===== src/hw/rtl/gca_pkg.sv =====
// ----------------------------------------------------------------------------
// gca_pkg
// Shared types and constants for the glyph coverage blender.
// ----------------------------------------------------------------------------
package gca_pkg;

	typedef enum logic [1:0] {
		FMT_ARGB8888 = 2'd0,
		FMT_RGB888   = 2'd1,
		FMT_ARGB4444 = 2'd2,
		FMT_RGB565   = 2'd3
	} fmt_t;

	localparam logic [1:0] CFG_TEXT_COLOR    = 2'd0;
	localparam logic [1:0] CFG_PIXEL_FORMAT  = 2'd1;
	localparam logic [1:0] CFG_COVERAGE_MODE = 2'd2;

	localparam logic MODE_MONO = 1'b0;
	localparam logic MODE_GRAY = 1'b1;

	localparam logic [7:0] COV_MAX   = 8'hFF;
	localparam logic [7:0] ALPHA_MAX = 8'hFF;

	// four channel lanes, zero-extended to 8 bits
	typedef logic [3:0][7:0]  lanes_t;
	// per-lane weighted sums, at most 255*255
	typedef logic [3:0][15:0] sums_t;

	typedef struct packed {
		logic        blend;
		logic        we;
		fmt_t        fmt;
		logic [31:0] bypass;
	} ctl_t;

endpackage


===== src/hw/rtl/glyph_coverage_alpha_blend.sv =====
// ----------------------------------------------------------------------------
// glyph_coverage_alpha_blend
// Per-pixel glyph coverage blender over four framebuffer formats.
// ----------------------------------------------------------------------------
// Input stream (s_axis): one transfer per pixel, tdata = coverage then
// dest_pixel. Output stream (m_axis): one transfer per input, tdata holds
// new_pixel and tuser the write flag for the framebuffer write-back.
// Configuration: cfg_we/cfg_index/cfg_wdata write text_color (0),
// pixel_format (1) and coverage_mode (2); write only while the pipe is empty.
// Stage 1 splits channels and forms the mono or pass-through result,
// stage 2 holds the per-channel weighted sums from the 8x8 multipliers,
// stage 3 holds the divided and repacked pixel, or the pass-through one,
// that drives m_axis. One pixel per cycle goes in while the pipe moves.
// Each stage has its own valid bit and loads when the stage after it is
// empty or moving, so bubbles close up while the receiver stalls; with the
// pipe full and m_axis_tready low, s_axis_tready drops and nothing is lost.
// Reset clears the valid bits and all configuration registers to zero.
// ----------------------------------------------------------------------------
module glyph_coverage_alpha_blend (
	input  logic        clk,
	input  logic        arst_n,
	input  logic        cfg_we,
	input  logic [1:0]  cfg_index,
	input  logic [31:0] cfg_wdata,
	input  logic        s_axis_tvalid,
	output logic        s_axis_tready,
	input  logic [39:0] s_axis_tdata,  // coverage[7:0], dest_pixel[39:8]
	output logic        m_axis_tvalid,
	input  logic        m_axis_tready,
	output logic [31:0] m_axis_tdata,  // new_pixel[31:0]
	output logic        m_axis_tuser   // write_enable
);
	import gca_pkg::*;

	logic [31:0] text_color_q;
	fmt_t        pixel_format_q;
	logic        coverage_mode_q;

	always_ff @(posedge clk or negedge arst_n) begin
		if (!arst_n) begin
			text_color_q    <= '0;
			pixel_format_q  <= FMT_ARGB8888;
			coverage_mode_q <= MODE_MONO;
		end else if (cfg_we) begin
			unique case (cfg_index)
				CFG_TEXT_COLOR:    text_color_q    <= cfg_wdata;
				CFG_PIXEL_FORMAT:  pixel_format_q  <= fmt_t'(cfg_wdata[1:0]);
				CFG_COVERAGE_MODE: coverage_mode_q <= cfg_wdata[0];
				default:           ;
			endcase
		end
	end

	logic        vld_s1, vld_s2, vld_s3;
	logic        rdy_s1, rdy_s2, rdy_s3;
	logic        s_xfer;

	assign rdy_s3        = !vld_s3 || m_axis_tready;
	assign rdy_s2        = !vld_s2 || rdy_s3;
	assign rdy_s1        = !vld_s1 || rdy_s2;
	assign s_axis_tready = rdy_s1;
	assign s_xfer        = s_axis_tvalid && rdy_s1;

	// stage 0 logic
	logic [7:0]  cov_in;
	logic [31:0] dst_in;
	lanes_t      fg_lanes, bg_lanes;
	ctl_t        ctl_in;
	logic [31:0] mono_px;

	assign cov_in = s_axis_tdata[7:0];
	assign dst_in = s_axis_tdata[39:8];

	gca_chan_split u_split_fg (.pixel(text_color_q), .fmt(pixel_format_q), .lanes(fg_lanes));
	gca_chan_split u_split_bg (.pixel(dst_in), .fmt(pixel_format_q), .lanes(bg_lanes));

	always_comb begin
		unique case (pixel_format_q)
			FMT_ARGB8888:             mono_px = text_color_q;
			FMT_RGB888:               mono_px = {8'd0, text_color_q[23:0]};
			FMT_ARGB4444, FMT_RGB565: mono_px = {16'd0, text_color_q[15:0]};
		endcase
	end

	always_comb begin
		ctl_in.we     = (cov_in != 8'd0);
		ctl_in.blend  = ctl_in.we && (coverage_mode_q == MODE_GRAY);
		ctl_in.fmt    = pixel_format_q;
		ctl_in.bypass = ctl_in.we ? mono_px : dst_in;
	end

	// stage 1
	logic [7:0] cov_s1, inv_s1;
	lanes_t     fg_s1, bg_s1;
	ctl_t       ctl_s1;

	always_ff @(posedge clk or negedge arst_n) begin
		if (!arst_n) begin
			vld_s1 <= 1'b0;
		end else if (rdy_s1) begin
			vld_s1 <= s_axis_tvalid;
		end
	end

	always_ff @(posedge clk) begin
		if (s_xfer) begin
			cov_s1 <= cov_in;
			inv_s1 <= COV_MAX - cov_in;
			fg_s1  <= fg_lanes;
			bg_s1  <= bg_lanes;
			ctl_s1 <= ctl_in;
		end
	end

	// stage 2
	sums_t sums_c, sums_s2;
	ctl_t  ctl_s2;

	always_comb begin
		for (int i = 0; i < 4; i++) begin
			sums_c[i] = {8'd0, fg_s1[i]} * {8'd0, cov_s1}
			          + {8'd0, bg_s1[i]} * {8'd0, inv_s1};
		end
	end

	always_ff @(posedge clk or negedge arst_n) begin
		if (!arst_n) begin
			vld_s2 <= 1'b0;
		end else if (rdy_s2) begin
			vld_s2 <= vld_s1;
		end
	end

	always_ff @(posedge clk) begin
		if (rdy_s2 && vld_s1) begin
			sums_s2 <= sums_c;
			ctl_s2  <= ctl_s1;
		end
	end

	// stage 3
	logic [31:0] blend_px;
	logic [31:0] pixel_s3;
	logic        we_s3;

	gca_chan_pack u_pack (.sums(sums_s2), .fmt(ctl_s2.fmt), .pixel(blend_px));

	always_ff @(posedge clk or negedge arst_n) begin
		if (!arst_n) begin
			vld_s3 <= 1'b0;
		end else if (rdy_s3) begin
			vld_s3 <= vld_s2;
		end
	end

	always_ff @(posedge clk) begin
		if (rdy_s3 && vld_s2) begin
			pixel_s3 <= ctl_s2.blend ? blend_px : ctl_s2.bypass;
			we_s3    <= ctl_s2.we;
		end
	end

	assign m_axis_tvalid = vld_s3;
	assign m_axis_tdata  = pixel_s3;
	assign m_axis_tuser  = we_s3;

endmodule


===== src/hw/rtl/gca_chan_split.sv =====
// ----------------------------------------------------------------------------
// gca_chan_split
// Splits a pixel into right-aligned channel lanes for the given format.
// ----------------------------------------------------------------------------
module gca_chan_split (
	input  logic [31:0]   pixel,
	input  gca_pkg::fmt_t fmt,
	output gca_pkg::lanes_t lanes
);
	import gca_pkg::*;

	always_comb begin
		lanes = '0;
		unique case (fmt)
			FMT_ARGB8888, FMT_RGB888: begin
				lanes[0] = pixel[7:0];
				lanes[1] = pixel[15:8];
				lanes[2] = pixel[23:16];
			end
			FMT_ARGB4444: begin
				lanes[0] = {4'd0, pixel[3:0]};
				lanes[1] = {4'd0, pixel[7:4]};
				lanes[2] = {4'd0, pixel[11:8]};
				lanes[3] = {4'd0, pixel[15:12]};
			end
			FMT_RGB565: begin
				lanes[0] = {3'd0, pixel[4:0]};
				lanes[1] = {2'd0, pixel[10:5]};
				lanes[2] = {3'd0, pixel[15:11]};
			end
		endcase
	end

endmodule


===== src/hw/rtl/gca_chan_pack.sv =====
// ----------------------------------------------------------------------------
// gca_chan_pack
// Divides the lane sums by 255 and packs the lanes back into a pixel.
// ----------------------------------------------------------------------------
module gca_chan_pack (
	input  gca_pkg::sums_t sums,
	input  gca_pkg::fmt_t  fmt,
	output logic [31:0]    pixel
);
	import gca_pkg::*;

	lanes_t      q;
	logic [15:0] t [4];

	// floor(x/255) = (x + (x >> 8) + 1) >> 8 for x <= 255*255
	always_comb begin
		for (int i = 0; i < 4; i++) begin
			t[i] = sums[i] + {8'd0, sums[i][15:8]} + 16'd1;
			q[i] = t[i][15:8];
		end
	end

	always_comb begin
		unique case (fmt)
			FMT_ARGB8888: pixel = {ALPHA_MAX, q[2], q[1], q[0]};
			FMT_RGB888:   pixel = {8'd0, q[2], q[1], q[0]};
			FMT_ARGB4444: pixel = {16'd0, q[3][3:0], q[2][3:0], q[1][3:0], q[0][3:0]};
			FMT_RGB565:   pixel = {16'd0, q[2][4:0], q[1][5:0], q[0][4:0]};
		endcase
	end

endmodule


===== config.mk =====
export PLATFORM = sky130hd
export DESIGN_NAME = glyph_coverage_alpha_blend
export DESIGN_NICKNAME = d
export VERILOG_FILES = /design/src/hw/rtl/gca_pkg.sv /design/src/hw/rtl/glyph_coverage_alpha_blend.sv /design/src/hw/rtl/gca_chan_split.sv /design/src/hw/rtl/gca_chan_pack.sv
export SDC_FILE = /design/constraint.sdc
export NUM_CORES = 1
export LEC_CHECK = 0
export BUFFER_PORTS_ARGS = -buffer_cell sky130_fd_sc_hd__buf_2
export CORE_ASPECT_RATIO = 1.1
export CORE_MARGIN = 2
export CORE_UTILIZATION = 40
export CTS_CLUSTER_SIZE = 25
export DETAILED_ROUTE_END_ITERATION = 10
export PLACE_DENSITY = 0.62
export SETUP_SLACK_MARGIN = 0.2
export SLEW_MARGIN = 20
export SYNTH_ARGS = -nofsm -noshare
export SYNTH_HDL_FRONTEND = slang
export SYNTH_HIERARCHICAL = 1
export SYNTH_SLANG_ARGS = --single-unit

===== constraint.sdc =====
create_clock -name clk -period 5.5 [get_ports clk]
set_input_delay 0 -clock clk [delete_from_list [all_inputs] [get_ports clk]]
set_output_delay 0 -clock clk [all_outputs]
set_load 0.05 [all_outputs]

Word-level counts from Yosys, hierarchy flattened:

Index checks and enable logic that the tools add are counted.

* bits in registers: 287
* input port bits: 79
* output and inout bits: 35
* word-level logic and storage cells: 86

* add/subtract/negate cells: 13
* $mul: 8
* equality and inequality tests: 8
* mux-type cells: 6
* reductions and logical operators: 19

Operators with widths (number)
* 24-bit case mux with 3 select lines: 2
* 8-bit by 8-bit multiplier with 16-bit output: 8
* 32-bit case mux with 4 select lines: 1
* 32-bit case mux with 3 select lines: 1
* 16-bit adder: 4
* 32-bit 2-to-1 mux: 2
* 16-bit by 1-bit adder with 16-bit output, second input constant: 3
* 16-bit by 8-bit adder with 16-bit output: 3
* 12-bit by 1-bit adder with 12-bit output, second input constant: 1
* 12-bit by 8-bit adder with 12-bit output: 1
* 2-bit == test, second input constant: 5
* 8-bit nonzero test: 1
* 8-bit subtractor, first input constant: 1
* 2-bit by 1-bit == test with 1-bit output, second input constant: 3
* 2-bit logical NOT: 3
* 2-bit AND reduction: 3
* 1-bit logical AND: 4
* 2-bit OR reduction: 2
* 1-bit logical NOT: 3
* 1-bit logical OR: 3

Depth between registers and ports, before layout:

* depth after elaboration: 5
* mapped depth: 20
* gate-level depth less buffers: 19

Modules after synthesis:

Netlist, hierarchy kept.

By module, submodules not included
* glyph_coverage_alpha_blend: instances 1, cells an instance 2466, area each 27191.1 sq um, seq. area each 8428.1 sq um
* gca_chan_pack: instances 1, cells an instance 209, area each 1520.2 sq um, seq. area each 0.0 sq um
* gca_chan_split: instances 2, cells an instance 60, area each 371.6 sq um, seq. area each 0.0 sq um

Least setup slack after synthesis:

Ideal clock, no wire load.

* path kind: register -> register
* start: register cov_s1[2]
* end: register sums_s2[63] (netlist name), data pin
* setup time: 258 ps
* data arrival time: 5113 ps
* required time: 5242 ps
* slack: 129 ps
* stages on the path, launching flop included: 17
* buffers on the path: 1
* clock period less this slack: 5371 ps
* cell sequence: edfxtp_1 clkbuf_1 nand2_1 fa_1 fa_1 fa_1 inv_1 fa_1 fa_1 fa_1 ha_1 and3_1 a221oi_2 a21oi_2 o31a_1 o21ai_2 xnor2_1

RTL lines
* from (decl): RTL line glyph_coverage_alpha_blend.sv:93 `logic [7:0] cov_s1, inv_s1;`
* from (signal assigned): RTL line glyph_coverage_alpha_blend.sv:107 `cov_s1 <= cov_in;`
* to (signal assigned): RTL line glyph_coverage_alpha_blend.sv:136 `sums_s2 <= sums_c;`
* to (decl): RTL line glyph_coverage_alpha_blend.sv:116 `sums_t sums_c, sums_s2;`

==> flow_metrics.py <==
metrics = {
    "yosys": {
        "syn_inst": 2795,
        "synth_largest_area_cell": "fa_1",
        "synth_ff_type": "edfxtp_1",
        "async_flop_share": 0.1324,
        "ys_types": 75,
        "synth_common_cells": "563 x inv_1, 384 x fa_1, 354 x and2_1",
        "synth.yosys.seq_area_share": 0.2861,
        "yosys_warnings": 6,
        "synth.top_cell.area_share": 0.2610,
        "avgSynthCellArea_um2": 10.54,
        "yosysMostFrequentCell": "inv_1",
        "synth.ff_latch_count": 287,
        "synth_edf_count": 249,
        "netlist_top_cells_area": "fa_1 26%, edfxtp_1 25%, ha_1 12%",
        "syn_area_um2": 29450,
    },
    "cells_and_area": {
        "syn_to_final_growth_pct": 19.03,
        "drive_gt1_frac": 0.1742,
        "antenna_cells": 0,
        "num-nets-final": 3853,
        "stdcell_count": 4088,
    },
    "clock_tree": {
        "cts_buffers": 35,
        "cts_max_level": 2,
        "cts_tree": "built",
        "path_clk_slew_ns": 0.07,
        "root_buffer": "clkbuf_16",
        "clock_path_buffers": 3,
        "clk_latency_ns": 0.55,
        "cts.sinks": 287,
    },
    "timing": {
        "rsz0062_at_grt": "yes",
        "slew_headroom": 0.3153,
        "timing.fmax_ghz": 0.1827,
        "final_max_slew_viol_count": 0,
        "timing.clock.skew_ns": 0.02123,
        "hold_viol_final": 0,
        "setup_viol": 0,
        "worstMarginPinSlew_ns": 1.027,
        "period_needed_ns": 5.472,
        "hold_slack_ns": 0.1681,
        "period_share": 0.9949,
    },
    "critical_path": {
        "end_kind": "register",
        "cp.arrival_ns": 5.77,
        "cp-start-kind": "register",
        "crit_type": "register to register",
        "crit_path_max_fanout": 5,
        "crit_required_ns": 5.79,
    },
    "flow_run": {
        "drv_cap": 0,
    },
    "place": {
        "post-dp-hpwl_mm": 58.72,
        "gp_congestion": 0.8878,
        "dpl.cell_count": 3891,
        "portBuffers": 113,
    },
    "min_path": {
        "min_path_type": "input port to async pin",
    },
    "global_route": {
        "grt_overflow": 0,
        "grt_pass1_wl_mm": 117.4,
        "antenna_found_initial": 0,
        "grt_max_degree": 73,
        "grt_pass1_vias": 21178,
        "grt.total_usage": 0.2001,
    },
    "route": {
        "viasPerCell": 4.889,
        "wl_mm": 75.90,
        "drcViolationCount": 0,
        "ant_nets": 0,
        "first_pass_iters": 5,
        "drt_iter0_drc": 1175,
        "wl_per_cell_um": 18.57,
        "num_vias": 19985,
    },
    "floorplanning": {
        "die_h_um": 288.6,
        "dieArea_um2": 75830,
        "start_util": 0.4035,
        "fp.dieW_um": 262.7,
        "io_pins": 114,
        "rows": 104,
        "coreArea_um2": 73000,
    },
    "run_status": {
        "outcome": "finished clean",
    },
}
## sequential cells by signal, summed over array words and instances (netlist names)
register and count:
vld_s1 1, coverage_mode_q 1, m_axis_tuser 1, fg_s1 32, pixel_format_q 2, text_color_q 32, m_axis_tdata 32, sums_s2 64
vld_s2 1, ctl_s1 36, bg_s1 32, m_axis_tvalid 1, cov_s1 8, inv_s1 8, ctl_s2 36
## routing by layer
metal | share of wire | track usage | vias up
met5 | 0 | 0 | -
met4 | 0.027 | 0.05402 | 0
met3 | 0.046 | 0.03018 | 105
met2 | 0.50 | 0.3544 | 390
met1 | 0.43 | 0.2559 | 10098
li1 | - | - | 9392
## worst max-delay path: stages (launching register included)
cell      delay [ns]
edfxtp_1        0.44
buf_12          0.18
and2_4          0.14
fa_1            0.51
inv_2           0.04
fa_1            0.54
inv_2           0.04
fa_1            0.58
fa_2            0.46
fa_1            0.52
inv_1           0.05
fa_1            0.50
inv_2           0.05
ha_4            0.24
a21oi_4         0.16
nor3b_2         0.06
a311oi_2        0.25
nor2b_4         0.23
o21ai_2         0.08
xor2_1          0.15
## cell type report
type / count / area [µm²]
fill: 6596 / 37940
timing repair buffer: 370 / 3062
sequential: 287 / 8429
clock inverter: 16 / 176.4
tap: 954 / 1194
clock buffer: 45 / 923.4
multi-input combinational: 1852 / 19160
inverter: 564 / 2117
## through the flow
stage	TNS, ns	area (µm²)	setup slack (ns)	utilization
4_1_cts	0	34110	0.03549	0.4672
3_3_place_gp	0	31850	0.01958	0.4363
3_5_place_dp	-0.1051	31850	-0.04855	0.4363
6_report	0	35060	0.02782	0.4803
5_1_grt	-1.097	35060	-0.1868	0.4803
2_1_floorplan	0	29490	0.1903	-
## path summary, 6_finish.rpt
kind	startpoint	cells past startpoint	end	slack, ns
min	arst_n	2	text_color_q[8]	0.17
min in group clk	s_axis_tdata[9]	2	bg_s1[1]	0.19
max reg2reg	inv_s1[3]	19	sums_s2[13]	0.03
min reg2reg	ctl_s1[21]	0	ctl_s2[21]	0.42
max	inv_s1[3]	19	sums_s2[13]	0.03
max in group asynchronous	arst_n	2	pixel_format_q[1]	4.68
## cells by family after synthesis
kind of cell             synth area share
AO/OA/AOI/OAI                     0.04329
XOR/XNOR                          0.02409
multiplexers                      0.03284
buffers and inverters             0.08823
flip-flops                         0.2861
adder cells (fa/ha/maj)            0.3799
AND/OR/NAND/NOR                    0.1452
other                           0.0002550
## what timing repair did
action                     CTS  global route
pin swaps                   14            68
setup endpoints to repair   23            31
hold buffers                83             0
gates resized for setup     43           144
hold endpoints to repair   152             0
setup buffers               19            29
cloned                       0             5
## layout by cell type, fill, tap and decap left out, drive strengths merged, types with 26 or more instances in the layout
| cell | instances |
|---|---|
| edfxtp | 249 |
| ha | 280 |
| nand2 | 283 |
| xor2 | 27 |
| xnor2 | 54 |
| nor2 | 62 |
| nor2b | 26 |
| clkbuf | 49 |
| o21ai | 37 |
| inv | 566 |
| buf | 283 |
| dlygate4sd3 | 83 |
| and2 | 354 |
| a21oi | 64 |
| mux2 | 69 |
| dfrtp | 38 |
| fa | 384 |
Power is left out: the tool's default activity adds up to more than one toggle a clock period on the data nets, which glitch-free logic cannot reach.
